**src/rtl/core/vrt_pkg.sv**
```systemverilog
// Shared types, codes and helpers for the video receiver tuner frame control.
// No dependencies; imported by every module in rtl/core.
package vrt_pkg;

    localparam int unsigned AddrWidth = 4;
    localparam int unsigned DataWidth = 32;

    localparam logic [15:0] FreqBase      = 16'd479;
    localparam logic [19:0] PwrDownBits   = 20'hFFFFF;
    localparam logic [19:0] PwrSetupBits  = 20'hD0DF3;
    localparam logic [15:0] BusGapReset   = 16'd30;
    localparam logic [15:0] TuneWaitReset = 16'd35;
    localparam logic [12:0] PwrDownReset  = 13'd1;

    typedef enum logic [1:0] {
        REG_BUS_GAP   = 2'd0,
        REG_TUNE_WAIT = 2'd1,
        REG_PWR_DOWN  = 2'd2
    } vrt_reg_idx_t;

    typedef enum logic [1:0] {
        KIND_TICK     = 2'd0,
        KIND_READBACK = 2'd1,
        KIND_RSSI     = 2'd2
    } vrt_kind_t;

    typedef enum logic [1:0] {
        RES_FRAME  = 2'd0,
        RES_VERIFY = 2'd1,
        RES_RSSI   = 2'd2
    } vrt_res_type_t;

    localparam logic [3:0] AddrFreq  = 4'd1;
    localparam logic [3:0] AddrPower = 4'd10;
    localparam logic [3:0] AddrReset = 4'd15;

    typedef struct packed {
        logic [15:0] bus_gap_ms;
        logic [15:0] tune_wait_ms;
        logic [12:0] power_down_mhz;
    } vrt_cfg_t;

    typedef struct packed {
        logic [1:0]  result_type;
        logic [3:0]  frame_address;
        logic        frame_write;
        logic [19:0] frame_data;
        logic        verify_ok;
        logic [7:0]  rssi_level;
    } vrt_result_t;

    // Up to three results from one request, slot 0 delivered first.
    typedef struct packed {
        logic [1:0]             count;
        vrt_result_t [2:0]      item;
    } vrt_burst_t;

    // Synthesizer N/A word: tf = (f - 479) >> 1, N in bits 15:7, A in bits 4:0.
    function automatic logic [15:0] freq_reg_value(input logic [12:0] mhz);
        logic [15:0] diff;
        logic [14:0] tf;
        diff = {3'b000, mhz} - FreqBase;
        tf   = diff[15:1];
        return {tf[13:5], 2'b00, tf[4:0]};
    endfunction

endpackage

```
**src/rtl/core/video_rx_tuner_frame_control.sv**
```systemverilog
// Video receiver tuner frame control: top level.
// Instantiates vrt_cfg_regs, vrt_tick_engine and vrt_result_queue; uses vrt_pkg.
//
// Usage:
//   Requests enter on the s_ channel (valid/ready): a tick with time and wanted
//   frequency, a synthesizer readback word, or an RSSI sample. Results leave on
//   the m_ channel one per cycle while m_ready is high: serial frames for a
//   downstream shifter, verify outcomes, or RSSI levels; m_last_of_run marks
//   a request's final result. Latency: the first result of a request is valid
//   the cycle after acceptance. Throughput: one request per cycle while each
//   yields at most one result and m_ready is high; a wake-from-power-down tick
//   yields three frames and holds s_ready low until the output register has
//   drained all but the last. A request that yields no result loads nothing.
//   Stalls: while m_ready is low the pending result holds and s_ready drops
//   once no more room remains.
//   Reset (aresetn low, synchronous): tuner state clears, registers return to
//   bus gap 30 ms, tune wait 35 ms, power-down frequency 1; no result pending.
//   The user must write configuration via the APB port only while idle; unenforced.
module video_rx_tuner_frame_control (
    input  logic                           aclk,
    input  logic                           aresetn,
    input  logic                           psel,
    input  logic                           penable,
    input  logic                           pwrite,
    input  logic [vrt_pkg::AddrWidth-1:0]  paddr,
    input  logic [vrt_pkg::DataWidth-1:0]  pwdata,
    output logic [vrt_pkg::DataWidth-1:0]  prdata,
    output logic                           pready,
    input  logic                           s_valid,
    output logic                           s_ready,
    input  logic [1:0]                     s_kind,
    input  logic [31:0]                    s_time_ms,
    input  logic [12:0]                    s_requested_mhz,
    input  logic [15:0]                    s_readback_word,
    input  logic [11:0]                    s_rssi_sample,
    output logic                           m_valid,
    input  logic                           m_ready,
    output logic [1:0]                     m_result_type,
    output logic [3:0]                     m_frame_address,
    output logic                           m_frame_write,
    output logic [19:0]                    m_frame_data,
    output logic                           m_verify_ok,
    output logic [7:0]                     m_rssi_level,
    output logic                           m_last_of_run
);
    import vrt_pkg::*;

    vrt_cfg_t    cfg;
    vrt_burst_t  burst;
    vrt_result_t head;
    logic        accept, can_load, load;

    assign s_ready = can_load;
    assign accept  = s_valid && s_ready;
    assign load    = accept && (burst.count != 2'd0);

    vrt_cfg_regs u_cfg_regs (
        .aclk    (aclk),
        .aresetn (aresetn),
        .psel    (psel),
        .penable (penable),
        .pwrite  (pwrite),
        .paddr   (paddr),
        .pwdata  (pwdata),
        .prdata  (prdata),
        .pready  (pready),
        .cfg     (cfg)
    );

    vrt_tick_engine u_tick_engine (
        .aclk          (aclk),
        .aresetn       (aresetn),
        .accept        (accept),
        .kind          (s_kind),
        .time_ms       (s_time_ms),
        .requested_mhz (s_requested_mhz),
        .readback_word (s_readback_word),
        .rssi_sample   (s_rssi_sample),
        .cfg           (cfg),
        .burst         (burst)
    );

    vrt_result_queue u_result_queue (
        .aclk     (aclk),
        .aresetn  (aresetn),
        .load     (load),
        .burst    (burst),
        .can_load (can_load),
        .m_valid  (m_valid),
        .m_ready  (m_ready),
        .head     (head),
        .last     (m_last_of_run)
    );

    assign m_result_type   = head.result_type;
    assign m_frame_address = head.frame_address;
    assign m_frame_write   = head.frame_write;
    assign m_frame_data    = head.frame_data;
    assign m_verify_ok     = head.verify_ok;
    assign m_rssi_level    = head.rssi_level;

endmodule

```
**src/rtl/core/vrt_cfg_regs.sv**
```systemverilog
// APB-style configuration registers: bus gap, tune wait, power-down frequency.
// Depends on vrt_pkg.
module vrt_cfg_regs (
    input  logic                           aclk,
    input  logic                           aresetn,
    input  logic                           psel,
    input  logic                           penable,
    input  logic                           pwrite,
    input  logic [vrt_pkg::AddrWidth-1:0]  paddr,
    input  logic [vrt_pkg::DataWidth-1:0]  pwdata,
    output logic [vrt_pkg::DataWidth-1:0]  prdata,
    output logic                           pready,
    output vrt_pkg::vrt_cfg_t              cfg
);
    import vrt_pkg::*;

    vrt_cfg_t     cfg_reg;
    vrt_reg_idx_t reg_idx;
    logic         wr_en;

    assign pready  = 1'b1;
    assign reg_idx = vrt_reg_idx_t'(paddr[AddrWidth-1:2]);
    assign wr_en   = psel && penable && pwrite;
    assign cfg     = cfg_reg;

    always_ff @(posedge aclk) begin
        if (!aresetn) begin
            cfg_reg.bus_gap_ms     <= BusGapReset;
            cfg_reg.tune_wait_ms   <= TuneWaitReset;
            cfg_reg.power_down_mhz <= PwrDownReset;
        end else if (wr_en) begin
            case (reg_idx)
                REG_BUS_GAP:   cfg_reg.bus_gap_ms     <= pwdata[15:0];
                REG_TUNE_WAIT: cfg_reg.tune_wait_ms   <= pwdata[15:0];
                REG_PWR_DOWN:  cfg_reg.power_down_mhz <= pwdata[12:0];
                default: ;
            endcase
        end
    end

    always_comb begin
        case (reg_idx)
            REG_BUS_GAP:   prdata = {16'd0, cfg_reg.bus_gap_ms};
            REG_TUNE_WAIT: prdata = {16'd0, cfg_reg.tune_wait_ms};
            REG_PWR_DOWN:  prdata = {19'd0, cfg_reg.power_down_mhz};
            default:       prdata = '0;
        endcase
    end

endmodule

```
**src/rtl/core/vrt_tick_engine.sv**
```systemverilog
// Tuner control state and per-request decode into a burst of up to three results.
// Depends on vrt_pkg.
module vrt_tick_engine (
    input  logic                 aclk,
    input  logic                 aresetn,
    input  logic                 accept,
    input  logic [1:0]           kind,
    input  logic [31:0]          time_ms,
    input  logic [12:0]          requested_mhz,
    input  logic [15:0]          readback_word,
    input  logic [11:0]          rssi_sample,
    input  vrt_pkg::vrt_cfg_t    cfg,
    output vrt_pkg::vrt_burst_t  burst
);
    import vrt_pkg::*;

    logic [12:0] current_mhz_reg,  current_mhz_next;
    logic [31:0] last_set_ms_reg,  last_set_ms_next;
    logic        tune_pending_reg, tune_pending_next;
    logic        powered_down_reg, powered_down_next;

    logic [31:0] elapsed;
    logic        is_tick, set_go, pd_req, wake, read_go;
    vrt_result_t res_freq, res_pwr_down, res_reset, res_setup, res_read;
    vrt_result_t res_verify, res_rssi;
    logic [7:0]  rssi_lvl;

    assign elapsed = time_ms - last_set_ms_reg;
    assign is_tick = (vrt_kind_t'(kind) == KIND_TICK);
    assign set_go  = is_tick && (requested_mhz != current_mhz_reg)
                     && (elapsed > {16'd0, cfg.bus_gap_ms});
    assign pd_req  = (requested_mhz == cfg.power_down_mhz);
    assign wake    = powered_down_reg && !pd_req;
    // A set in this tick restarts the timer, so no read can follow it.
    assign read_go = is_tick && !set_go && tune_pending_reg
                     && (elapsed > {16'd0, cfg.tune_wait_ms});

    assign rssi_lvl = tune_pending_reg ? 8'd0
                    : (rssi_sample[11] ? 8'hFF : rssi_sample[10:3]);

    always_comb begin
        res_freq      = '0;
        res_freq.result_type   = RES_FRAME;
        res_freq.frame_address = AddrFreq;
        res_freq.frame_write   = 1'b1;
        res_freq.frame_data    = {4'd0, freq_reg_value(requested_mhz)};

        res_pwr_down  = '0;
        res_pwr_down.result_type   = RES_FRAME;
        res_pwr_down.frame_address = AddrPower;
        res_pwr_down.frame_write   = 1'b1;
        res_pwr_down.frame_data    = PwrDownBits;

        res_reset     = '0;
        res_reset.result_type   = RES_FRAME;
        res_reset.frame_address = AddrReset;
        res_reset.frame_write   = 1'b1;

        res_setup     = '0;
        res_setup.result_type   = RES_FRAME;
        res_setup.frame_address = AddrPower;
        res_setup.frame_write   = 1'b1;
        res_setup.frame_data    = PwrSetupBits;

        res_read      = '0;
        res_read.result_type   = RES_FRAME;
        res_read.frame_address = AddrFreq;

        res_verify    = '0;
        res_verify.result_type = RES_VERIFY;
        res_verify.verify_ok   = (readback_word == freq_reg_value(current_mhz_reg));

        res_rssi      = '0;
        res_rssi.result_type   = RES_RSSI;
        res_rssi.rssi_level    = rssi_lvl;
    end

    always_comb begin
        burst = '0;
        case (vrt_kind_t'(kind))
            KIND_TICK: begin
                if (set_go && pd_req) begin
                    burst.count   = 2'd1;
                    burst.item[0] = res_pwr_down;
                end else if (set_go && wake) begin
                    burst.count   = 2'd3;
                    burst.item[0] = res_reset;
                    burst.item[1] = res_setup;
                    burst.item[2] = res_freq;
                end else if (set_go) begin
                    burst.count   = 2'd1;
                    burst.item[0] = res_freq;
                end else if (read_go) begin
                    burst.count   = 2'd1;
                    burst.item[0] = res_read;
                end
            end
            KIND_READBACK: begin
                burst.count   = 2'd1;
                burst.item[0] = res_verify;
            end
            KIND_RSSI: begin
                burst.count   = 2'd1;
                burst.item[0] = res_rssi;
            end
            default: ;
        endcase
    end

    always_comb begin
        current_mhz_next  = current_mhz_reg;
        last_set_ms_next  = last_set_ms_reg;
        tune_pending_next = tune_pending_reg;
        powered_down_next = powered_down_reg;
        if (accept && set_go) begin
            current_mhz_next = requested_mhz;
            last_set_ms_next = time_ms;
            if (pd_req) begin
                powered_down_next = 1'b1;
            end else begin
                powered_down_next = 1'b0;
                tune_pending_next = 1'b1;
            end
        end else if (accept && read_go) begin
            last_set_ms_next  = time_ms;
            tune_pending_next = 1'b0;
        end
    end

    always_ff @(posedge aclk) begin
        if (!aresetn) begin
            current_mhz_reg  <= '0;
            last_set_ms_reg  <= '0;
            tune_pending_reg <= 1'b0;
            powered_down_reg <= 1'b0;
        end else begin
            current_mhz_reg  <= current_mhz_next;
            last_set_ms_reg  <= last_set_ms_next;
            tune_pending_reg <= tune_pending_next;
            powered_down_reg <= powered_down_next;
        end
    end

endmodule

```
**src/rtl/core/vrt_result_queue.sv**
```systemverilog
// Result register: holds one burst of up to three results and drains it in order.
// Depends on vrt_pkg.
module vrt_result_queue (
    input  logic                 aclk,
    input  logic                 aresetn,
    input  logic                 load,
    input  vrt_pkg::vrt_burst_t  burst,
    output logic                 can_load,
    output logic                 m_valid,
    input  logic                 m_ready,
    output vrt_pkg::vrt_result_t head,
    output logic                 last
);
    import vrt_pkg::*;

    logic [1:0]        count_reg, count_next;
    vrt_result_t [2:0] slot_reg;
    logic              pop;

    assign m_valid  = (count_reg != 2'd0);
    assign pop      = m_valid && m_ready;
    // Take a new burst once the current one is gone or its final result leaves now.
    assign can_load = (count_reg == 2'd0) || ((count_reg == 2'd1) && pop);
    assign head     = slot_reg[0];
    assign last     = (count_reg == 2'd1);

    always_comb begin
        count_next = count_reg;
        if (load) begin
            count_next = burst.count;
        end else if (pop) begin
            count_next = count_reg - 2'd1;
        end
    end

    always_ff @(posedge aclk) begin
        if (!aresetn) begin
            count_reg <= '0;
        end else begin
            count_reg <= count_next;
        end
    end

    always_ff @(posedge aclk) begin
        if (load) begin
            slot_reg <= burst.item;
        end else if (pop) begin
            // advance the remaining results toward the head
            slot_reg[0] <= slot_reg[1];
            slot_reg[1] <= slot_reg[2];
        end
    end

endmodule
```
**config.mk**
```make
export PLATFORM = sky130hd
export DESIGN_NAME = video_rx_tuner_frame_control
export DESIGN_NICKNAME = d
export VERILOG_FILES = /design/src/rtl/core/vrt_pkg.sv /design/src/rtl/core/video_rx_tuner_frame_control.sv /design/src/rtl/core/vrt_cfg_regs.sv /design/src/rtl/core/vrt_tick_engine.sv /design/src/rtl/core/vrt_result_queue.sv
export SDC_FILE = /design/constraint.sdc
export NUM_CORES = 1
export LEC_CHECK = 0
export BUFFER_PORTS_ARGS = -buffer_cell sky130_fd_sc_hd__buf_2
export CELL_PAD_IN_SITES_DETAIL_PLACEMENT = 1
export CELL_PAD_IN_SITES_GLOBAL_PLACEMENT = 2
export CORE_UTILIZATION = 31
export DETAILED_ROUTE_END_ITERATION = 8
export PLACE_DENSITY_LB_ADDON = 0.1
export SLEW_MARGIN = 20
export SYNTH_ARGS = -nofsm -noshare
export SYNTH_HDL_FRONTEND = slang
export SYNTH_SLANG_ARGS = --single-unit
```
**constraint.sdc**
```tcl
create_clock -name aclk -period 6 [get_ports aclk]
set_input_delay 0.6 -clock aclk [delete_from_list [all_inputs] [get_ports aclk]]
set_output_delay 0.6 -clock aclk [all_outputs]
set_load 0.05 [all_outputs]
```
==> results.py, run 1 <==
metrics = {
    "logic_synthesis": {
        "synth-compound-area-share_pct": 16.8,
        "ys_seq_area_share_pct": 34.4,
        "yosysUniqueCellTypes": 75,
        "synth_cells": 1248,
        "synth_mux_area_share_pct": 6.18,
        "syn_avg_cell_area_um2": 8.57,
        "ys_ff_latch": 154,
        "async_flop_share_pct": 0,
        "yosys.area_share.xor_xnor_pct": 6.39,
        "yosys_warnings": 0,
        "synth-simple-area-share_pct": 18.0,
        "synth_top_family_by_area": "simple AND/OR/NAND/NOR gates",
        "synth-adder-area-share_pct": 8.49,
        "netlist_area_um2": 10700,
        "synth_edf_count": 60,
        "synth_flop_cell": "dfxtp_1",
    },
    "worst_setup_path": {
        "required_ps": 6190,
        "slowest_delay_ps": 570,
        "r2r-end": "u_result_queue.head[12]",
        "cp-endpoint": "u_result_queue.head[12]",
        "r2r_slack_ps": 530,
        "cp-start-kind": "flip-flop",
        "crit_type": "flip-flop to flip-flop",
        "cp_max_fo": 24,
        "reg2reg_depth": 19,
        "r2r-start": "u_tick_engine.last_set_ms_reg[1]",
        "path_cells": "inv_1, ha_1, nor2b_1, o2111ai_2, a2111oi_4, or2_2, xor2_1, ha_1, a21oi_1, nor2b_1, o21ai_0, o21ai_0, or4_1, o31ai_1, nand4_1, a211oi_2, nand2b_1, nand2_2, buf_12",
        "startpoint": "u_tick_engine.last_set_ms_reg[1]",
        "slowest_stage": "a2111oi_4",
        "arrival_ps": 5660,
        "end_kind": "flip-flop",
    },
    "floorplan": {
        "die_w_um": 188,
        "fp-row-count": 67,
        "core_um2": 33700,
        "die_y_um": 188,
        "ios": 190,
        "start_util_pct": 31.7,
        "die_area_um2": 35300,
    },
    "timing": {
        "setup_tns_ps": 0,
        "tightest_slew_ps": 994,
        "finalSetupViolations": 0,
        "finalCritPeriodShare_pct": 91.1,
        "fmax_mhz": 183,
        "rsz0062_at_grt": "false",
        "period_minus_slack_ps": 5470,
        "slew-limit-headroom_pct": 33.5,
        "hold_viol": 0,
        "finClkSkew_ps": 11.7,
        "slew_violations": 0,
    },
    "power": {
        "peakVddDrop_v": 0.000209,
        "finalPower_mw": 3.92,
        "p_leak_nw": 4.75,
        "power_density_nw_per_um2": 323,
    },
    "clock_tree": {
        "cts_hold_buf": 0,
        "cts_root_buf": "clkbuf_16",
        "clk-insertion-delay-late_ps": 440,
        "cts_inserted_buffers": 17,
        "tritoncts": "built",
        "h-tree-depth": 4,
        "cts_setup_buffers": 0,
        "cts.sinks": 154,
        "cts_buffer_depth": 2,
        "cts.clk_slew.worst_paths_ps": 70,
        "cts_resized": 0,
    },
    "layout": {
        "instances_no_fill": 1792,
        "area_growth_pct": 13.6,
        "largest_reg_flops": 45,
        "design_area_um2": 12100,
        "n_antenna_cell": 0,
        "drive_gt1_share_pct": 16.7,
        "fin_nets": 1521,
    },
    "detailed_routing": {
        "routed_via_density": 4.90,
        "totalWireLength_um": 30900,
        "drtPass1Iterations": 4,
        "vias": 8783,
        "ant_nets": 0,
        "routedWlPerCell_um": 17.3,
        "drt-initial-drc-count": 280,
        "drc": 0,
    },
    "worst_hold_path": {
        "min_path_type": "input pin to flip-flop",
    },
    "global_routing": {
        "met3_usage_pct": 2.71,
        "grt_use_met2_pct": 31.4,
        "grt_antenna_before_repair": 0,
        "gr-usage-met1_pct": 23.6,
        "top_usage_layer": "met2",
        "grt_pass1_vias": 9158,
        "grt_max_degree": 74,
        "grt_overflow_total": 0,
        "grtUsageTotal_pct": 18.2,
        "grt_pass1_wl_um": 50400,
    },
    "place": {
        "dpl.hpwl_um": 23900,
        "gp_congestion": 0.804,
        "dp_cells": 1760,
        "placed_area_um2": 11600,
        "io_buffers": 151,
    },
    "run": {
        "max_cap_viol_count": 0,
    },
    "outcome": {
        "outcome": "finished clean",
    },
}
cells by family (layout without fill, tap and decap cells):
family                     after synthesis  in the layout
and+or+nand+nor                        418            418
buffers and inverters                  205            286
other                                    2             17
AOI/OAI and AO/OA                      253            253
muxes                                   66             66
DFF                                    154            154
xor gates and xnor gates                78             78
adders and majority gates               72             72
metrics by stage:
| step | hold slack (ps) | util (%) | worst slack, ps |
|---|---|---|---|
| global route | 405 | 36.0 | 97.3 |
| global placement | 443 | 34.4 | 254 |
| CTS | 388 | 36.0 | 506 |
| floorplan | 435 | - | 317 |
| detailed placement | 450 | 34.4 | 165 |
| finish | 413 | 36.0 | 532 |
layout make-up:
class | count | area, µm²
clock buffers | 17 | 425
clock inverters | 15 | 138
flip-flops and latches | 154 | 3680
repair buffers | 170 | 951
fillers | 4008 | 21600
inverters | 84 | 315
multi-input cells | 904 | 6070
well taps | 448 | 561
synth_stat cells (6+ instances only):
| cell | number | area share [%] |
|---|---|---|
| nand2_1 | 213 | 7.5 |
| dfxtp_1 | 94 | 18 |
| inv_1 | 84 | 2.9 |
| ha_1 | 71 | 8.3 |
| mux2i_1 | 66 | 6.2 |
| nor2_1 | 61 | 2.1 |
| edfxtp_1 | 60 | 17 |
| buf_4 | 54 | 3.8 |
| o21ai_0 | 50 | 2.3 |
| a21oi_1 | 49 | 2.3 |
| clkbuf_1 | 48 | 1.7 |
| xnor2_1 | 44 | 3.6 |
| a21boi_0 | 40 | 2.8 |
| xor2_1 | 34 | 2.8 |
| a21o_1 | 28 | 2.0 |
| nor2b_1 | 28 | 1.6 |
| nor3_1 | 20 | 0.94 |
| nand4_1 | 19 | 1.1 |
| nand3_1 | 18 | 0.84 |
| o211ai_1 | 13 | 0.91 |
| and2_1 | 12 | 0.70 |
| nor4_1 | 11 | 0.64 |
| o21a_1 | 10 | 0.70 |
| a221o_1 | 8 | 0.75 |
| buf_2 | 8 | 0.37 |
| and4_1 | 7 | 0.57 |
| buf_6 | 6 | 0.63 |
| nand2b_1 | 6 | 0.35 |
| o31ai_1 | 6 | 0.42 |
placed cells by master, fill, tap and decap left out, types with 16 or more instances in the layout:
cell type / count
nor3_1: 19
buf_2: 150
nor2_1: 60
nand2_1: 212
xor2_1: 34
mux2i_1: 66
edfxtp_1: 60
clkbuf_16: 17
xnor2_1: 44
o21ai_0: 50
a21oi_1: 49
nor2b_1: 28
conb_1: 17
inv_1: 84
buf_4: 16
nand3_1: 18
ha_1: 71
a21o_1: 28
dfxtp_1: 94
nand4_1: 19
a21boi_0: 40
layer usage:
layer	up-vias	part of all wire, %	wire (µm)
met3	21	2.7	826
met4	0	1.3	388
li1	4408	-	-
met1	4220	48	14800
met5	-	0	0
met2	134	48	14900
worst max-delay path: cells and delay by family (launching register included):
family          cells  cell delay (ps)
fa+ha+maj           2              590
flops               1              380
buf+inv             2              290
simple gates        7             1830
compound gates      7             1720
xor+xnor            1              360
power breakdown:
part | switching [mW] | internal (mW) | leakage (nW) | total, mW
logic | 1.02 | 0.471 | 3.14 | 1.49
clock network | 0.489 | 0.579 | 0.275 | 1.07
registers | 0.0647 | 1.30 | 1.34 | 1.37
worst min-delay path by stage:
stage                                      startpoint                                 to  slack (ps)  depth (start not counted)
global route                            s_time_ms[21]  u_tick_engine.last_set_ms_reg[21]         410                          3
CTS                                     s_time_ms[21]  u_tick_engine.last_set_ms_reg[21]         390                          3
detailed placement   u_tick_engine.last_set_ms_reg[5]   u_tick_engine.last_set_ms_reg[5]         450                          2
floorplan           u_tick_engine.last_set_ms_reg[10]  u_tick_engine.last_set_ms_reg[10]         430                          2
finish                                  s_time_ms[10]  u_tick_engine.last_set_ms_reg[10]         410                          3
global placement     u_tick_engine.last_set_ms_reg[6]   u_tick_engine.last_set_ms_reg[6]         440                          2
Note: power is estimated with default switching activity, not from simulation.
==> inputs of run 2 (changes only) <==
Settings changed: CORE_UTILIZATION 31 to 37.
Clock period 6 ns to 6.4 ns, I/O delays scaled along.
==> run 2 against run 1 <==
  * Non-clock buffer count decreased by 4
  * Clock skew increased by 12 ps
  * Cell area decreased by 1.1%
  * Utilization increased by 6.7 points
  * Combinational power decreased by 9%
  * Via count increased by 0.28%
  * Global-route usage increased by 2.9 points
  * Final cell count decreased by 4.1%
  * Sequential power decreased by 7%
  * Die area decreased by 16%
  * First-iteration DRC count increased by 45%
  * Critical path depth increased by 2
  * Critical endpoint is now u_result_queue.head[4]
==> results.py, run 2 (same netlist as run 1, synthesis figures left out) <==
metrics = {
    "outcome": {
        "outcome": "finished clean",
    },
    "detailed_routing": {
        "routed_via_density": 5.13,
        "totalWireLength_um": 29900,
        "drt-initial-drc-count": 405,
        "drtPass1Iterations": 5,
        "vias": 8808,
        "routedWlPerCell_um": 17.4,
        "ant_nets": 0,
        "drc": 0,
    },
    "global_routing": {
        "grt_pass1_vias": 8973,
        "grt_max_degree": 77,
        "grtUsageTotal_pct": 21.1,
        "grt_pass1_wl_um": 48200,
        "grt_overflow_total": 0,
        "grt_antenna_before_repair": 0,
    },
    "clock_tree": {
        "cts.sinks": 154,
        "cts.clk_slew.worst_paths_ps": 80,
        "cts_setup_buffers": 0,
        "cts_buffer_depth": 2,
        "clk-insertion-delay-late_ps": 440,
        "h-tree-depth": 4,
        "cts_resized": 0,
        "tritoncts": "built",
        "cts_hold_buf": 0,
        "cts_root_buf": "clkbuf_16",
        "cts_inserted_buffers": 17,
    },
    "layout": {
        "design_area_um2": 12000,
        "layout_common_cells": "212 x nand2_1, 150 x buf_2, 94 x dfxtp_1, 84 x inv_1, 71 x ha_1",
        "largest_reg_flops": 45,
        "final_common_cell": "nand2_1",
        "area_growth_pct": 12.3,
        "drive_gt1_share_pct": 16.7,
        "fin_nets": 1517,
        "n_antenna_cell": 0,
    },
    "timing": {
        "setup_tns_ps": 0,
        "finClkSkew_ps": 23.4,
        "tightest_slew_ps": 950,
        "rsz0062_at_grt": "false",
        "fin_ws_ps": 849,
        "finalSetupViolations": 0,
        "slew_violations": 0,
        "period_minus_slack_ps": 5550,
        "finalCritPeriodShare_pct": 86.7,
        "fmax_mhz": 180,
        "hold_viol": 0,
        "slew-limit-headroom_pct": 36.4,
    },
    "floorplan": {
        "die_w_um": 172,
        "ios": 190,
        "core_um2": 28100,
        "start_util_pct": 38.1,
        "die_y_um": 172,
        "die_area_um2": 29600,
        "fp-row-count": 61,
    },
    "worst_setup_path": {
        "r2r-start": "u_tick_engine.last_set_ms_reg[3]",
        "reg2reg_depth": 21,
        "required_ps": 6580,
        "startpoint": "u_tick_engine.last_set_ms_reg[3]",
        "r2r_slack_ps": 850,
        "r2r-end": "u_result_queue.head[4]",
        "arrival_ps": 5730,
        "cp-start-kind": "flip-flop",
        "cp_max_fo": 25,
        "crit_type": "flip-flop to flip-flop",
        "cp-endpoint": "u_result_queue.head[4]",
        "end_kind": "flip-flop",
    },
    "place": {
        "place_ws_ps": 409,
        "placed_area_um2": 11400,
        "gp_congestion": 0.835,
        "dpl.hpwl_um": 22800,
        "io_buffers": 151,
    },
    "power": {
        "peakVddDrop_v": 0.000174,
        "p_leak_nw": 4.73,
        "power_density_nw_per_um2": 307,
    },
    "worst_hold_path": {
        "min_path_type": "input pin to flip-flop",
    },
    "run": {
        "max_cap_viol_count": 0,
    },
}
==> run 2: per-stage QoR <==
| step | hold slack (ps) | cells | power, mW | util, % |
|---|---|---|---|---|
| after floorplan | 435 | 1263 | 2.45 | - |
| after global placement | 443 | 1686 | 2.65 | 40.6 |
| after detailed placement | 452 | 1686 | 2.68 | 40.6 |
| after CTS | 431 | 1718 | 3.73 | 42.7 |
| after global routing | 446 | 1718 | 3.91 | 42.8 |
| final | 450 | 1718 | 3.68 | 42.8 |
==> run 2: routing by layer <==
layer	part of all wire, %	routed length [µm]	track usage (%)
met2	49	14700	36.7
met5	0	0	0
met1	46	13800	27.4
met4	1.3	393	5.27
met3	3.4	1020	2.88
==> run 2: report_power, final <==
group          leakage, nW  internal (mW)  total [mW]  switching, mW
Sequential            1.34           1.22        1.28         0.0602
Clock                0.285          0.528        1.04          0.511
Combinational         3.10          0.421        1.36          0.942
==> run 2: worst min-delay path by stage <==
stage	from	endpoint	slack, ps	cells after the start
3_5_place_dp	u_tick_engine.last_set_ms_reg[15]	u_tick_engine.last_set_ms_reg[15]	450	2
4_1_cts	s_time_ms[21]	u_tick_engine.last_set_ms_reg[21]	430	3
2_1_floorplan	u_tick_engine.last_set_ms_reg[10]	u_tick_engine.last_set_ms_reg[10]	430	2
6_report	s_time_ms[9]	u_tick_engine.last_set_ms_reg[9]	450	3
3_3_place_gp	u_tick_engine.last_set_ms_reg[26]	u_tick_engine.last_set_ms_reg[26]	440	2
5_1_grt	s_time_ms[21]	u_tick_engine.last_set_ms_reg[21]	450	3
==> run 2: final cells by class <==
| class | count | area [µm²] |
|---|---|---|
| fillers | 3393 | 16100 |
| multi-input cells | 904 | 6070 |
| flip-flops and latches | 154 | 3680 |
| repair buffers | 166 | 871 |
| well taps | 378 | 473 |
| clock buffers | 17 | 425 |
| inverters | 84 | 315 |
| clock inverters | 15 | 171 |
==> run 2: critical path: stages (launching register included) <==
cell and delay (ps):
dfxtp_1 370, inv_1 60, ha_1 360, a21o_1 220
a21oi_2 220, nand2_1 120, a21o_1 190, a21oi_1 280
o21bai_1 110, a21oi_1 180, xnor2_1 190, ha_1 320
a21o_1 200, a21o_1 170, a21oi_1 130, o21ai_0 150
o31ai_1 550, a41oi_1 230, a211oi_2 330, nand2b_1 450
buf_4 360, nor3_1 90
==> inputs of run 3 (changes only) <==
Settings changed: REMOVE_ABC_BUFFERS from default to 1.
==> run 3 against run 2 <==
  * Sequential power about the same
  * Final cell count down 0.12%
  * Critical path type is now input pin to flip-flop
  * Cell area down 0.24%
  * Largest power group unchanged
  * Utilization down 0.10 points
  * Total power down 0.52%
  * Register-to-register slack better by 150 ps
  * Highest routed layer unchanged
==> results.py, run 3 (same netlist as run 1, synthesis figures left out) <==
metrics = {
    "layout": {
        "drive_gt1_share_pct": 16.4,
        "instances_no_fill": 1716,
        "final_common_cell": "nand2_1",
        "design_area_um2": 12000,
        "n_antenna_cell": 0,
        "nFillCells": 3419,
        "layout_common_cells": "212 x nand2_1, 150 x buf_2, 94 x dfxtp_1, 84 x inv_1, 71 x ha_1",
        "largest_reg_flops": 45,
        "fin_nets": 1515,
        "area_growth_pct": 12.0,
    },
    "place": {
        "dp_cells": 1684,
        "io_buffers": 151,
        "gp_congestion": 0.791,
        "placed_area_um2": 11400,
        "dpl.hpwl_um": 22100,
    },
    "power": {
        "peakVddDrop_v": 0.000156,
        "p_leak_nw": 4.71,
        "power_density_nw_per_um2": 306,
    },
    "outcome": {
        "outcome": "finished clean",
    },
    "worst_setup_path": {
        "slowest_delay_ps": 480,
        "path_cells": "buf_2, inv_1, ha_1, fa_1, nand2b_1, a21oi_1, nor2_1, o21ai_0, a21o_1, a21oi_1, xnor2_1, ha_1, and4_1, nand3_1, or2_2, a21oi_1, or4_1, o31ai_1, nand4_1, a211oi_2, nand2b_1, nand2_2, buf_4",
        "arrival_ps": 5600,
        "r2r-start": "u_tick_engine.last_set_ms_reg[0]",
        "cp_common_cell": "a21oi_1",
        "slowest_stage": "or4_1",
        "path_buf_inv": 3,
        "cp-start-kind": "input pin",
        "cp_max_fo": 46,
        "cp_top_family": "simple AND/OR/NAND/NOR gates",
        "startpoint": "s_time_ms[0]",
        "required_ps": 6520,
        "crit_type": "input pin to flip-flop",
        "end_kind": "flip-flop",
    },
    "timing": {
        "hold_viol": 0,
        "tightest_slew_ps": 900,
        "fmax_mhz": 182,
        "slew_violations": 0,
        "finClkSkew_ps": 14.9,
        "finalSetupViolations": 0,
        "rsz0062_at_grt": "false",
        "period_minus_slack_ps": 5480,
        "finalCritPeriodShare_pct": 85.7,
        "slew-limit-headroom_pct": 39.7,
    },
    "clock_tree": {
        "cts_buffer_depth": 2,
        "cts_resized": 0,
        "h-tree-depth": 4,
        "cts_hold_buf": 0,
        "tritoncts": "built",
        "cts.sinks": 154,
        "clk-insertion-delay-late_ps": 430,
        "cts_setup_buffers": 0,
        "cts.clk_slew.worst_paths_ps": 70,
        "cts_inserted_buffers": 17,
        "cts_root_buf": "clkbuf_16",
    },
    "floorplan": {
        "die_w_um": 172,
        "die_y_um": 172,
        "start_util_pct": 38.1,
        "core_um2": 28100,
        "fp-row-count": 61,
        "ios": 190,
        "die_area_um2": 29600,
    },
    "detailed_routing": {
        "drtPass1Iterations": 4,
        "vias": 8738,
        "drc": 0,
        "routed_via_density": 5.09,
        "totalWireLength_um": 28700,
        "ant_nets": 0,
        "drt-initial-drc-count": 287,
        "routedWlPerCell_um": 16.7,
    },
    "worst_hold_path": {
        "hp-start": "u_tick_engine.last_set_ms_reg[12]",
        "min_path_type": "flip-flop to flip-flop",
    },
    "global_routing": {
        "grtUsageTotal_pct": 19.8,
        "grt_pass1_wl_um": 45300,
        "grt_max_degree": 66,
        "grt_overflow_total": 0,
        "grt_pass1_vias": 8515,
        "grt_antenna_before_repair": 0,
    },
    "run": {
        "max_cap_viol_count": 0,
    },
}
[run 3: changes by cell type in the layout (fill, tap and decap cells not counted)]
cell        delta
inv_12         -1
nor3_4         -1
clkinvlp_4     -1
bufinv_16      +2
clkinv_2       +1
nor3_2         +1
clkinv_8       -3
clkbuf_8       +1
clkinv_1       +1
buf_4          -2
clkinv_4       +2
inv_8          -3
inv_6          -1
clkbuf_1       +2
[run 3: power by group]
group	switching, mW	total (mW)	internal, mW	leakage, nW
registers	0.0581	1.28	1.22	1.34
clock network	0.446	1.04	0.592	0.286
logic	0.930	1.34	0.414	3.09
[run 3: routing by layer]
layer / vias to the layer above / routed length, µm / GRT usage, %
met5: - / 0 / 0
met4: 0 / 317 / 4.50
met3: 27 / 938 / 3.00
met2: 162 / 13800 / 33.9
met1: 4152 / 13700 / 26.1
li1: 4397 / - / -
[run 3: layout make-up]
cell class,instances,area (µm²),share of cell area [%]
Clock inverter,12,143,1.19
Tap cell,378,473,3.95
Inverter,84,315,2.63
Multi-Input combinational cell,904,6060,50.6
Sequential cell,154,3680,30.7
Timing Repair Buffer,164,856,7.14
Clock buffer,20,447,3.73
[run 3: worst paths after layout]
path,slack (ps),depth (start not counted),endpoint
worst max-delay path,920,23,u_result_queue.slot_reg[54]
worst max register to register,1000,21,u_result_queue.slot_reg[54]
worst min-delay path,460,2,u_tick_engine.last_set_ms_reg[12]
worst min register to register,460,2,u_tick_engine.last_set_ms_reg[12]
[run 3: per-stage QoR]
| stage | util, % | total power, mW | hold slack (ps) | worst slack [ps] | TNS [ps] |
|---|---|---|---|---|---|
| CTS | 42.6 | 3.71 | 444 | 892 | 0 |
| global placement | 40.5 | 2.63 | 443 | 540 | 0 |
| global route | 42.7 | 3.87 | 451 | 588 | 0 |
| finish | 42.7 | 3.66 | 459 | 918 | 0 |
| detailed placement | 40.5 | 2.66 | 452 | 456 | 0 |
| floorplan | - | 2.29 | 435 | -135 | -6220 |
[run 3: worst register-to-register path: cells and delay by family, from the launching register on]
family,cells,cell delay [ps]
xor+xnor,1,280
fa+ha+maj,3,910
buf+inv,1,310
flops,1,320
compound gates,7,1370
simple gates,9,1900
